File: src/rtl/urb_pkg.sv
// ----------------------------------------------------------------------------
// urb_pkg: shared definitions for the serial ring and block buffer
// Field widths, default depths, operation codes and the command and status
// groups that join the controller and the datapath.
// ----------------------------------------------------------------------------
package urb_pkg;

    localparam int FUNC_W       = 3;
    localparam int BYTE_W       = 8;
    localparam int BLEN_W       = 7;
    localparam int TX_DEPTH_DEF = 256;
    localparam int RX_DEPTH_DEF = 64;

    typedef logic [FUNC_W-1:0] t_func;

    localparam t_func FN_HOST_WR = 3'd0;
    localparam t_func FN_TX_SLOT = 3'd1;
    localparam t_func FN_RX_BYTE = 3'd2;
    localparam t_func FN_RX_TMO  = 3'd3;
    localparam t_func FN_RD_BLK  = 3'd4;

    // Commands from the controller to the datapath.
    typedef struct packed {
        logic capture;
        logic execute;
        logic emit;
        logic blk_rd;
        logic blk_emit;
    } t_cmd;

    // Status from the datapath back to the controller.
    typedef struct packed {
        logic blk_start;
        logic blk_last;
        logic out_free;
    } t_stat;

endpackage

File: src/rtl/urb_ram.sv
// ----------------------------------------------------------------------------
// urb_ram: generic single-port-write, single-port-read memory
// One write and one registered read per cycle; read data holds between reads.
// ----------------------------------------------------------------------------
module urb_ram #(
    parameter int  W  = 8,
    parameter int  D  = 256,
    localparam int AW = (D > 1) ? $clog2(D) : 1
) (
    input  logic          i_clk,
    input  logic          i_we,
    input  logic [AW-1:0] i_waddr,
    input  logic [W-1:0]  i_wdata,
    input  logic          i_re,
    input  logic [AW-1:0] i_raddr,
    output logic [W-1:0]  o_rdata
);

    logic [W-1:0] r_mem [D];
    logic [W-1:0] r_rdata;

    always_ff @(posedge i_clk) begin
        if (i_we) begin
            r_mem[i_waddr] <= i_wdata;
        end
        if (i_re) begin
            r_rdata <= r_mem[i_raddr];
        end
    end

    assign o_rdata = r_rdata;

endmodule

File: src/rtl/urb_datapath.sv
// ----------------------------------------------------------------------------
// urb_datapath: ring pointers, block counters, memories and output register
// Carries out the operation of each captured item on command and holds the
// result beat until the downstream side takes it.
// ----------------------------------------------------------------------------
module urb_datapath import urb_pkg::*; #(
    parameter int TX_DEPTH = TX_DEPTH_DEF,
    parameter int RX_DEPTH = RX_DEPTH_DEF
) (
    input  logic              i_clk,
    input  logic              i_rst_n,
    input  t_cmd              i_cmd,
    output t_stat             o_stat,
    input  logic [FUNC_W-1:0] i_func,
    input  logic [BYTE_W-1:0] i_data,
    input  logic              i_out_stall,
    output logic              o_out_valid,
    output logic              o_accepted,
    output logic [BYTE_W-1:0] o_tx_byte,
    output logic              o_tx_valid,
    output logic              o_tx_request,
    output logic [BYTE_W-1:0] o_rx_byte,
    output logic              o_rx_valid,
    output logic              o_last,
    output logic [BLEN_W-1:0] o_block_len
);

    localparam int PW  = $clog2(TX_DEPTH);
    localparam int RXA = (RX_DEPTH > 1) ? $clog2(RX_DEPTH) : 1;
    localparam int RXC = $clog2(RX_DEPTH + 1);

    // Captured item.
    t_func             r_func;
    logic [BYTE_W-1:0] r_data;

    // Ring and block state.
    logic [PW-1:0]  r_head, n_head, r_tail, n_tail;
    logic           r_irq, n_irq;
    logic [RXC-1:0] r_rx_count, n_rx_count, r_ready_len, n_ready_len;
    logic [RXC-1:0] r_blk_n;
    logic [RXA-1:0] r_idx;

    // Result staging for single-beat items.
    logic              r_stg_acc, n_stg_acc, r_stg_txv, n_stg_txv;
    logic [BLEN_W-1:0] r_stg_blen, n_stg_blen;

    // Output register.
    logic              r_out_valid, n_out_valid;
    logic              r_out_acc, r_out_txv, r_out_req, r_out_rxv, r_out_last;
    logic [BYTE_W-1:0] r_out_txb, r_out_rxb;
    logic [BLEN_W-1:0] r_out_blen;

    logic [PW-1:0]     head_inc, tail_inc;
    logic              tx_full, tx_empty, tx_we, tx_re, rx_we;
    logic [BYTE_W-1:0] tx_rdata, rx_rdata;

    assign head_inc = (r_head == PW'(TX_DEPTH - 1)) ? '0 : r_head + PW'(1);
    assign tail_inc = (r_tail == PW'(TX_DEPTH - 1)) ? '0 : r_tail + PW'(1);
    assign tx_full  = (head_inc == r_tail);
    assign tx_empty = (r_head == r_tail);

    always_comb begin
        n_head      = r_head;
        n_tail      = r_tail;
        n_irq       = r_irq;
        n_rx_count  = r_rx_count;
        n_ready_len = r_ready_len;
        n_stg_acc   = 1'b0;
        n_stg_txv   = 1'b0;
        n_stg_blen  = BLEN_W'(r_ready_len);
        tx_we       = 1'b0;
        tx_re       = 1'b0;
        rx_we       = 1'b0;
        if (i_cmd.execute) begin
            case (r_func)
                FN_HOST_WR: begin
                    n_irq = 1'b1;
                    if (!tx_full) begin
                        tx_we     = 1'b1;
                        n_head    = head_inc;
                        n_stg_acc = 1'b1;
                    end
                end
                FN_TX_SLOT: begin
                    if (tx_empty) begin
                        n_irq = 1'b0;
                    end else begin
                        tx_re     = 1'b1;
                        n_tail    = tail_inc;
                        n_stg_txv = 1'b1;
                    end
                end
                FN_RX_BYTE: begin
                    if (r_ready_len == '0 && r_rx_count < RXC'(RX_DEPTH)) begin
                        rx_we      = 1'b1;
                        n_rx_count = r_rx_count + RXC'(1);
                        if (n_rx_count == RXC'(RX_DEPTH)) begin
                            n_ready_len = n_rx_count;
                        end
                    end
                    n_stg_blen = BLEN_W'(n_ready_len);
                end
                FN_RX_TMO: begin
                    n_ready_len = r_rx_count;
                    n_stg_blen  = BLEN_W'(r_rx_count);
                end
                FN_RD_BLK: begin
                    n_rx_count  = '0;
                    n_ready_len = '0;
                    n_stg_blen  = '0;
                end
                default: begin
                end
            endcase
        end
    end

    assign o_stat.blk_start = (r_func == FN_RD_BLK) && (r_ready_len != '0);
    assign o_stat.blk_last  = ((RXC'(r_idx) + RXC'(1)) == r_blk_n);
    assign o_stat.out_free  = !r_out_valid || !i_out_stall;

    always_comb begin
        n_out_valid = r_out_valid;
        if (r_out_valid && !i_out_stall) begin
            n_out_valid = 1'b0;
        end
        if (i_cmd.emit || i_cmd.blk_emit) begin
            n_out_valid = 1'b1;
        end
    end

    always_ff @(posedge i_clk) begin
        if (!i_rst_n) begin
            r_head      <= '0;
            r_tail      <= '0;
            r_irq       <= 1'b0;
            r_rx_count  <= '0;
            r_ready_len <= '0;
            r_out_valid <= 1'b0;
        end else begin
            r_head      <= n_head;
            r_tail      <= n_tail;
            r_irq       <= n_irq;
            r_rx_count  <= n_rx_count;
            r_ready_len <= n_ready_len;
            r_out_valid <= n_out_valid;
        end
    end

    always_ff @(posedge i_clk) begin
        if (i_cmd.capture) begin
            r_func <= i_func;
            r_data <= i_data;
        end
        if (i_cmd.execute) begin
            r_stg_acc  <= n_stg_acc;
            r_stg_txv  <= n_stg_txv;
            r_stg_blen <= n_stg_blen;
            r_blk_n    <= r_ready_len;
            r_idx      <= '0;
        end
        if (i_cmd.blk_emit) begin
            r_idx <= r_idx + RXA'(1);
        end
        if (i_cmd.emit) begin
            r_out_acc  <= r_stg_acc;
            r_out_txv  <= r_stg_txv;
            r_out_txb  <= r_stg_txv ? tx_rdata : '0;
            r_out_req  <= r_irq;
            r_out_rxv  <= 1'b0;
            r_out_rxb  <= '0;
            r_out_last <= 1'b1;
            r_out_blen <= r_stg_blen;
        end else if (i_cmd.blk_emit) begin
            r_out_acc  <= 1'b0;
            r_out_txv  <= 1'b0;
            r_out_txb  <= '0;
            r_out_req  <= r_irq;
            r_out_rxv  <= 1'b1;
            r_out_rxb  <= rx_rdata;
            r_out_last <= o_stat.blk_last;
            r_out_blen <= BLEN_W'(r_blk_n);
        end
    end

    urb_ram #(.W(BYTE_W), .D(TX_DEPTH)) u_tx_ram (
        .i_clk   (i_clk),
        .i_we    (tx_we),
        .i_waddr (r_head),
        .i_wdata (r_data),
        .i_re    (tx_re),
        .i_raddr (r_tail),
        .o_rdata (tx_rdata)
    );

    urb_ram #(.W(BYTE_W), .D(RX_DEPTH)) u_rx_ram (
        .i_clk   (i_clk),
        .i_we    (rx_we),
        .i_waddr (r_rx_count[RXA-1:0]),
        .i_wdata (r_data),
        .i_re    (i_cmd.blk_rd),
        .i_raddr (r_idx),
        .o_rdata (rx_rdata)
    );

    assign o_out_valid  = r_out_valid;
    assign o_accepted   = r_out_acc;
    assign o_tx_byte    = r_out_txb;
    assign o_tx_valid   = r_out_txv;
    assign o_tx_request = r_out_req;
    assign o_rx_byte    = r_out_rxb;
    assign o_rx_valid   = r_out_rxv;
    assign o_last       = r_out_last;
    assign o_block_len  = r_out_blen;

endmodule

File: src/rtl/urb_ctrl.sv
// ----------------------------------------------------------------------------
// urb_ctrl: sequencing state machine
// Takes one item, has the datapath execute it, then emits one result beat or
// walks the received block one byte at a time.
// ----------------------------------------------------------------------------
module urb_ctrl import urb_pkg::*; (
    input  logic  i_clk,
    input  logic  i_rst_n,
    input  logic  i_in_valid,
    output logic  o_in_stall,
    input  t_stat i_stat,
    output t_cmd  o_cmd
);

    typedef enum logic [4:0] {
        S_IDLE  = 5'b00001,
        S_EXEC  = 5'b00010,
        S_EMIT  = 5'b00100,
        S_BRD   = 5'b01000,
        S_BEMIT = 5'b10000
    } t_state;

    t_state r_state, n_state;

    always_comb begin
        n_state = r_state;
        o_cmd   = '0;
        case (r_state)
            S_IDLE: begin
                if (i_in_valid) begin
                    o_cmd.capture = 1'b1;
                    n_state       = S_EXEC;
                end
            end
            S_EXEC: begin
                o_cmd.execute = 1'b1;
                n_state       = i_stat.blk_start ? S_BRD : S_EMIT;
            end
            S_EMIT: begin
                if (i_stat.out_free) begin
                    o_cmd.emit = 1'b1;
                    n_state    = S_IDLE;
                end
            end
            S_BRD: begin
                o_cmd.blk_rd = 1'b1;
                n_state      = S_BEMIT;
            end
            S_BEMIT: begin
                if (i_stat.out_free) begin
                    o_cmd.blk_emit = 1'b1;
                    n_state        = i_stat.blk_last ? S_IDLE : S_BRD;
                end
            end
            default: begin
                n_state = S_IDLE;
            end
        endcase
    end

    always_ff @(posedge i_clk) begin
        if (!i_rst_n) begin
            r_state <= S_IDLE;
        end else begin
            r_state <= n_state;
        end
    end

    assign o_in_stall = (r_state != S_IDLE);

endmodule

File: src/rtl/uart_ring_and_block_buffer.sv
// An item passes the capture and execute states; its beat enters the output register
// from the emit state, which waits while the output stalls. No new item is taken until
// the last is through; a block read alternates a read and an emit state per byte, as the
// store's read is registered. Reset (synchronous, active low) empties the ring, drops any
// block and clears the request; it clears neither store, so items are taken at once.
// ----------------------------------------------------------------------------
// uart_ring_and_block_buffer: transmit ring and receive block buffer
// Host bytes queue in a ring for the transmitter; received bytes collect in a
// block store that is handed to the host as a burst of beats.
// ----------------------------------------------------------------------------
module uart_ring_and_block_buffer import urb_pkg::*; #(
    parameter int TX_DEPTH = TX_DEPTH_DEF,
    parameter int RX_DEPTH = RX_DEPTH_DEF
) (
    input  logic              i_clk,
    input  logic              i_rst_n,
    // Input channel: one beat is one item.
    input  logic              i_in_valid,
    output logic              o_in_stall,
    input  logic [FUNC_W-1:0] i_func,
    input  logic [BYTE_W-1:0] i_data,
    // Output channel: one beat is one result.
    output logic              o_out_valid,
    input  logic              i_out_stall,
    output logic              o_accepted,
    output logic [BYTE_W-1:0] o_tx_byte,
    output logic              o_tx_valid,
    output logic              o_tx_request,
    output logic [BYTE_W-1:0] o_rx_byte,
    output logic              o_rx_valid,
    output logic              o_last,
    output logic [BLEN_W-1:0] o_block_len
);

    // The controller sequences each item; the datapath owns every other piece of
    // state, both memories and the output register. The output register lets
    // a new item be taken while a finished beat still waits downstream.
    t_cmd  cmd;
    t_stat stat;

    urb_ctrl u_ctrl (
        .i_clk      (i_clk),
        .i_rst_n    (i_rst_n),
        .i_in_valid (i_in_valid),
        .o_in_stall (o_in_stall),
        .i_stat     (stat),
        .o_cmd      (cmd)
    );

    // The transmit ring keeps one slot open so that full and empty differ,
    // which is why it holds at most TX_DEPTH-1 bytes. The block store fills
    // from address zero and closes when full or on a receive timeout.
    urb_datapath #(
        .TX_DEPTH (TX_DEPTH),
        .RX_DEPTH (RX_DEPTH)
    ) u_dp (
        .i_clk        (i_clk),
        .i_rst_n      (i_rst_n),
        .i_cmd        (cmd),
        .o_stat       (stat),
        .i_func       (i_func),
        .i_data       (i_data),
        .i_out_stall  (i_out_stall),
        .o_out_valid  (o_out_valid),
        .o_accepted   (o_accepted),
        .o_tx_byte    (o_tx_byte),
        .o_tx_valid   (o_tx_valid),
        .o_tx_request (o_tx_request),
        .o_rx_byte    (o_rx_byte),
        .o_rx_valid   (o_rx_valid),
        .o_last       (o_last),
        .o_block_len  (o_block_len)
    );

endmodule

File: config.mk
export PLATFORM = sky130hd
export DESIGN_NAME = uart_ring_and_block_buffer
export DESIGN_NICKNAME = d
export VERILOG_FILES = /design/src/rtl/urb_pkg.sv /design/src/rtl/urb_ram.sv /design/src/rtl/urb_datapath.sv /design/src/rtl/urb_ctrl.sv /design/src/rtl/uart_ring_and_block_buffer.sv
export SDC_FILE = /design/constraint.sdc
export NUM_CORES = 2
export LEC_CHECK = 0
export BUFFER_PORTS_ARGS = -buffer_cell sky130_fd_sc_hd__buf_4
export CORE_MARGIN = 4
export CORE_UTILIZATION = 45
export CTS_CLUSTER_DIAMETER = 40
export DETAILED_ROUTE_END_ITERATION = 6
export SYNTH_ARGS = -nofsm -noshare
export SYNTH_HDL_FRONTEND = slang
export SYNTH_HIERARCHICAL = 1
export SYNTH_SLANG_ARGS = --single-unit
File: constraint.sdc
create_clock -name i_clk -period 7.2 [get_ports i_clk]
set_input_delay 1.44 -clock i_clk [delete_from_list [all_inputs] [get_ports i_clk]]
set_output_delay 1.44 -clock i_clk [all_outputs]
set_load 0.005 [all_outputs]
## Yosys cells after proc, flatten, opt, wreduce, memory -nomap -nowiden

Memory sizes are Yosys's and may differ from the RTL's. A register that Yosys moved wholly into a read port is not among the register bits.
Cells that the tools add are included.

| word-level totals | value |
|---|---|
| bits of input ports | 15 |
| memories kept | 2 |
| RAM bits | 2560 |
| logic and storage cells | 122 |
| register bits | 98 |
| output and inout port bits | 30 |

| cells by class | value |
|---|---|
| reduce and logical (&&, ||, !) cells | 20 |
| $lt $le $gt $ge | 1 |
| $add $sub $neg | 5 |
| bitwise logic cells | 2 |
| muxes and demuxes | 49 |
| equal/unequal tests | 21 |

Memories:

| name | depth | bits a word | read ports | clocked after memory_dff | wr ports | line | RTL |
|---|---|---|---|---|---|---|---|
| u_dp.u_tx_ram.r_mem | 256 | 8 | 1 | 1 | 1 | urb_ram.sv:19 | `logic [W-1:0] r_mem [D];` |
| u_dp.u_rx_ram.r_mem | 64 | 8 | 1 | 1 | 1 | urb_ram.sv:19 |  |

Operators by type and width:

| cell | count |
|---|---|
| $mux W8 | 5 |
| $mux W7 | 5 |
| $mux W1 | 28 |
| $pmux W5 S5 | 1 |
| $pmux W7 S3 | 1 |
| $add A8 B1 Y8 const B | 2 |
| $eq A8 B8 Y1 | 2 |
| $eq A8 B8 Y1 const B | 2 |
| $mux W5 | 3 |
| $reduce_and A3 Y1 | 5 |
| $pmux W7 S2 | 1 |
| $mux W6 | 2 |
| $reduce_bool A2 Y1 | 5 |
| $mux W4 | 2 |
| $add A6 B1 Y7 const B | 1 |
| $add A7 B1 Y7 const B | 1 |
| $eq A7 B7 Y1 | 1 |
| $eq A7 B7 Y1 const B | 1 |
| $logic_not A7 Y1 | 1 |
| $lt A7 B7 Y1 const B | 1 |
| $reduce_bool A7 Y1 | 1 |
| $add A6 B1 Y6 const B | 1 |
| $eq A3 B2 Y1 const B | 2 |
| $ne A2 B2 Y1 const B | 3 |
| other kinds (15) | 21 |

## Depth between registers and ports, before layout

| depth | value |
|---|---|
| word-level depth | 8 |
| mapped depth | 13 |
| depth with buffers taken out | 9 |

## Modules after synthesis

The synthesis kept the hierarchy.

By module, submodules not included:

| module | area an instance (um^2) | cells an instance | times used | sequential area each (um^2) |
|---|---|---|---|---|
| urb_ram at u_dp.u_tx_ram | 79636.4 | 3733 | 1 | 61739.2 |
| urb_ram at u_dp.u_rx_ram | 20246.9 | 940 | 1 | 15615.0 |
| urb_datapath | 4514.3 | 437 | 1 | 2372.3 |
| urb_ctrl | 346.6 | 43 | 1 | 100.1 |

## Least setup slack after synthesis

Ideal clock, no wire load.

| timing path | value |
|---|---|
| kind | register to register |
| start point | register u_dp.r_data[0] |
| end point | memory u_dp.u_rx_ram.r_mem[0][0] (data pin) |
| stages on the path, launching flop included | 1 |
| slack | 2267 ps |
| required time | 6228 ps |
| clock period less this slack | 4933 ps |
| arrival time | 3961 ps |
| buffers on the path | 0 |
| library setup time | 972 ps |
| cells stage by stage | edfxtp_1 |

RTL lines:

| element | line | RTL |
|---|---|---|
| from (decl) | urb_datapath.sv:34 | `logic [BYTE_W-1:0] r_data;` |
| from (signal assigned) | urb_datapath.sv:153 | `r_data <= i_data;` |
| to (decl) | urb_ram.sv:19 |  |

No word-level cell before the write port.

## Final worst setup path

| timing path | value |
|---|---|
| start point | register u_dp.r_head[0] |
| end point | memory u_dp.u_tx_ram.r_mem[235][1] (enable) |

| between the ends | value |
|---|---|
| longest elaborated chain between the ends | 8 |
| elaborated cells between the ends (all ways) | 9 |
| those cells by class | add/sub (1); eq/ne (2); mux (6) |

RTL lines:

| element | line | RTL |
|---|---|---|
| from (decl) | urb_datapath.sv:37 | `logic [PW-1:0] r_head, n_head, r_tail, n_tail;` |
| from (signal assigned) | urb_datapath.sv:141 | `r_head <= n_head;` |
| $add A8 B1 Y8 / $eq A8 B8 Y1 (equally long branches) | urb_datapath.sv:57 | `assign head_inc = (r_head == PW'(TX_DEPTH - 1)) ? '0 : r_head + PW'(1);` |
| $mux W8 * | urb_datapath.sv:57 |  |
| $eq A8 B8 Y1 * | urb_datapath.sv:59 | `assign tx_full = (head_inc == r_tail);` |
| $mux W1 * | urb_datapath.sv:78 | `if (!tx_full) begin` |
| $mux W1 * | urb_datapath.sv:75 | `case (r_func)` |
| $mux W1 * | urb_datapath.sv:74 | `if (i_cmd.execute) begin` |
| named net u_dp.tx_we | urb_datapath.sv:54 | `logic tx_full, tx_empty, tx_we, tx_re, rx_we;` |
| $mux W1 * | urb_ram.sv:23 | `if (i_we) begin` |
| $mux W1 (not written as such) * | urb_ram.sv:24 | `r_mem[i_waddr] <= i_wdata;` |
| to (decl) | urb_ram.sv:19 |  |

The timed path passes the listed nets; every way through them passes the cells marked *.

==> impl_metrics.ini <==
[cts]
h-tree-depth = 5
cts_resized = 0
worstSkewPairLatency_ps = 940
clkTransAtPathRegs_ps = 50
numCtsBuffers = 371
cts_tree = yes
post_cts_buffers = 0
root_buffer = clkbuf_16
ctsHoldBuffers = 0
cts_max_path_buffers = 4
cts.sinks = 2674

[sta]
hold_viol = 0
period_share = 0.7201
fmax_mhz = 192.9
setup_violations = 0
setup_tns_ps = 0
fin_crit_ps = 5185
worstMarginPinSlew_ps = 1538
finalMaxSlewViolations = 2
finClkSkew_ps = 62.81
rsz0062_at_grt = false
slew_headroom = -0.03326

[yosys]
synth.distinct_cells = 87
dominantRegCellSynth = edfxtp_1
syn_avg_cell_area_um2 = 20.33
yosysSeqAreaShare = 0.7621
ys_async_sr_fraction = 0
synth_edf_count = 2627
syn_inst = 5153
syn_area_um2 = 104700
yosys_warnings = 6
syn_nets = 5172
ys_ff_latch = 2674

[global_route]
grt_pass1_wl_um = 383300
grt_overflow = 0
grt_pass1_vias = 53050
grt_antenna_before_repair = 4
grt_usage = 0.2155
grt_max_degree = 193

[floorplanning]
rows = 176
io_pins = 45
die_h_um = 490.5
initial_core_util = 0.4539
core_area_um2 = 230800
die_w_um = 490.5
die_area_um2 = 240500

[finish]
fillers = 17880
nets = 5373
final_cell_area_um2 = 120400
syn2layout_area_growth_pct = 14.95
mostFrequentLayoutCells = edfxtp_1 (2,627), mux4_2 (580), nor2_1 (410), clkbuf_16 (375), mux2i_1 (168)
layout_commonest_cell = edfxtp_1
layout-drive-gt1-share = 0.2494
seq_area_um2 = 79840
multi_input_area_um2 = 23070

[run_status]
status = complete, but fails checks
violations = max-capacitance violations, max-slew violations

[critical_path]
worstRegToRegCells = 11
cp-end-kind = flip-flop
cp_max_fo = 20
cp-start-kind = flip-flop
crit_type = flip-flop to flip-flop
crit_slowest_cell = nand4_1
crit_chain = ha_1, and3_1, nand3_1, a311oi_1, or4_1, nor2_1, a21oi_1, buf_4, nand4_1, buf_4, nor2_1
cp.depth = 11
critPathBufInv = 2
cpPeakStageDelay_ps = 880
cp.arrival_ps = 5720
cp_top_family = simple AND/OR/NAND/NOR gates
worstPathRequired_ps = 7730

[hold_path]
hp-class = flip-flop to flip-flop
min_path_cells = 2

[route]
first_pass_iters = 6
drt_iter0_markers = 6297
ant_nets = 0
wl_um = 262600
post_drt_via_cell_ratio = 6.146
met1Wirelength_um = 111400
wl_met3_um = 22130
top_layer_used = met5
drc = 0
route.vias.total = 53310
met2_length_um = 122100
wire_per_inst_um = 30.27

[placed_design]
post_dp_cell_area_um2 = 108000
dp_hpwl_um = 154500
gp_congestion = 0.8394
port_buffers = 44

[pwr]
ir_drop_uv = 195.2
p_per_area_nw_per_um2 = 298.0
p_leak_nw = 36.47

[flow_run]
max_cap_viol_count = 1
==> cell type report <==
cell class                      instances  area share
Clock inverter                        261     0.02404
Antenna cell                            3  0.00006235
Tap cell                             3026     0.03144
Timing Repair Buffer                  140     0.01018
Inverter                               17   0.0005403
Clock buffer                          404     0.07901
Sequential cell                      2674      0.6631
Multi-Input combinational cell       2150      0.1916
==> metrics by stage <==
step	utilization	instances	worst slack [ps]	total power [W]	hold WS, ps
finish	0.5217	8675	2015	0.03588	466.4
detailed placement	0.4679	8007	2117	0.01811	459.4
global placement	0.4679	8006	2146	0.01809	447.9
global route	0.5217	8673	1789	0.03694	512.1
CTS	0.5217	8672	2069	0.03620	473.1
floorplan	-	5153	2267	0.01790	401.9
==> routing by layer <==
metal  vias to the layer above  global-route usage
li1                      21970                   -
met1                     28430              0.3167
met2                      2454              0.3273
met3                       464             0.04658
met4                         2             0.06176
met5                         -                   0
==> synthesized netlist by cell type (17+ instances only) <==
| master | instances | area [um^2] |
|---|---|---|
| a211oi_1 | 23 | 172.7 |
| nor4_1 | 33 | 206.5 |
| nand2b_1 | 20 | 125.1 |
| buf_1 | 26 | 97.59 |
| nor2_1 | 414 | 1554 |
| buf_4 | 42 | 315.3 |
| mux2_2 | 22 | 247.7 |
| clkbuf_1 | 145 | 544.3 |
| o21ai_0 | 30 | 150.1 |
| xnor2_1 | 22 | 192.7 |
| buf_6 | 26 | 292.8 |
| a22oi_1 | 138 | 1036 |
| mux4_2 | 580 | 13060 |
| a221oi_1 | 21 | 183.9 |
| o22ai_1 | 41 | 256.5 |
| nand3_1 | 62 | 310.3 |
| o221ai_1 | 54 | 473.0 |
| nor3_1 | 37 | 185.2 |
| dfxtp_1 | 47 | 940.9 |
| and3_1 | 17 | 106.4 |
| and2_1 | 17 | 106.4 |
| nand2_1 | 89 | 334.1 |
| a21oi_1 | 120 | 600.6 |
| buf_2 | 50 | 250.2 |
| edfxtp_1 | 2627 | 78890 |
| nor2b_1 | 53 | 331.6 |
| mux2i_1 | 168 | 1682 |
==> cell families after synthesis <==
kind of cell	synth area share
AND/OR/NAND/NOR	0.03611
AO/OA/AOI/OAI	0.03661
multiplexers	0.1436
adder cells (fa/ha/maj)	0.0004778
XOR/XNOR	0.002341
flip-flops	0.7621
buffers and inverters	0.01872
==> worst reg2reg max path, stage by stage, from the launching register on <==
cell	delay, ps
dfxtp_1	760
ha_1	390
and3_1	250
nand3_1	90
a311oi_1	320
or4_1	330
nor2_1	140
a21oi_1	190
buf_4	260
nand4_1	890
buf_4	590
nor2_1	610
==> sequential cells by signal, summed over array words and instances, names as in the netlist, 6 cells and up <==
signal,count
u_dp/o_block_len,7
u_dp/o_rx_byte,8
u_dp/o_tx_byte,8
u_dp/r_blk_n,7
u_dp/r_data,8
u_dp/r_head,8
u_dp/r_idx,6
u_dp/r_ready_len,7
u_dp/r_rx_count,7
u_dp/r_stg_blen,7
u_dp/r_tail,8
u_dp/u_rx_ram/o_rdata,8
u_dp/u_rx_ram/r_mem,512
u_dp/u_tx_ram/o_rdata,8
u_dp/u_tx_ram/r_mem,2048
==> path summary, 6_finish.rpt <==
kind | from | endpoint | slack [ps]
min | u_dp/o_rx_valid$_SDFFE_PP0P_ | u_dp/o_rx_valid$_SDFFE_PP0P_ | 470
max | u_dp/r_head[0]$_SDFFE_PN0P_ | u_dp/u_tx_ram/r_mem[235][1]$_DFFE_PP_ | 2020
max reg2reg | u_dp/r_head[0]$_SDFFE_PN0P_ | u_dp/u_tx_ram/r_mem[235][1]$_DFFE_PP_ | 2020
min reg2reg | u_dp/o_rx_valid$_SDFFE_PP0P_ | u_dp/o_rx_valid$_SDFFE_PP0P_ | 470
==> report_power, final <==
group,total (W),switching [W],internal [W]
logic,0.000529,0.000448,0.0000817
registers,0.0172,0.0000195,0.0172
clock network,0.0181,0.00697,0.0111
total,0.0359,0.00743,0.0284
No activity file was read; power rests on OpenSTA's default activity.
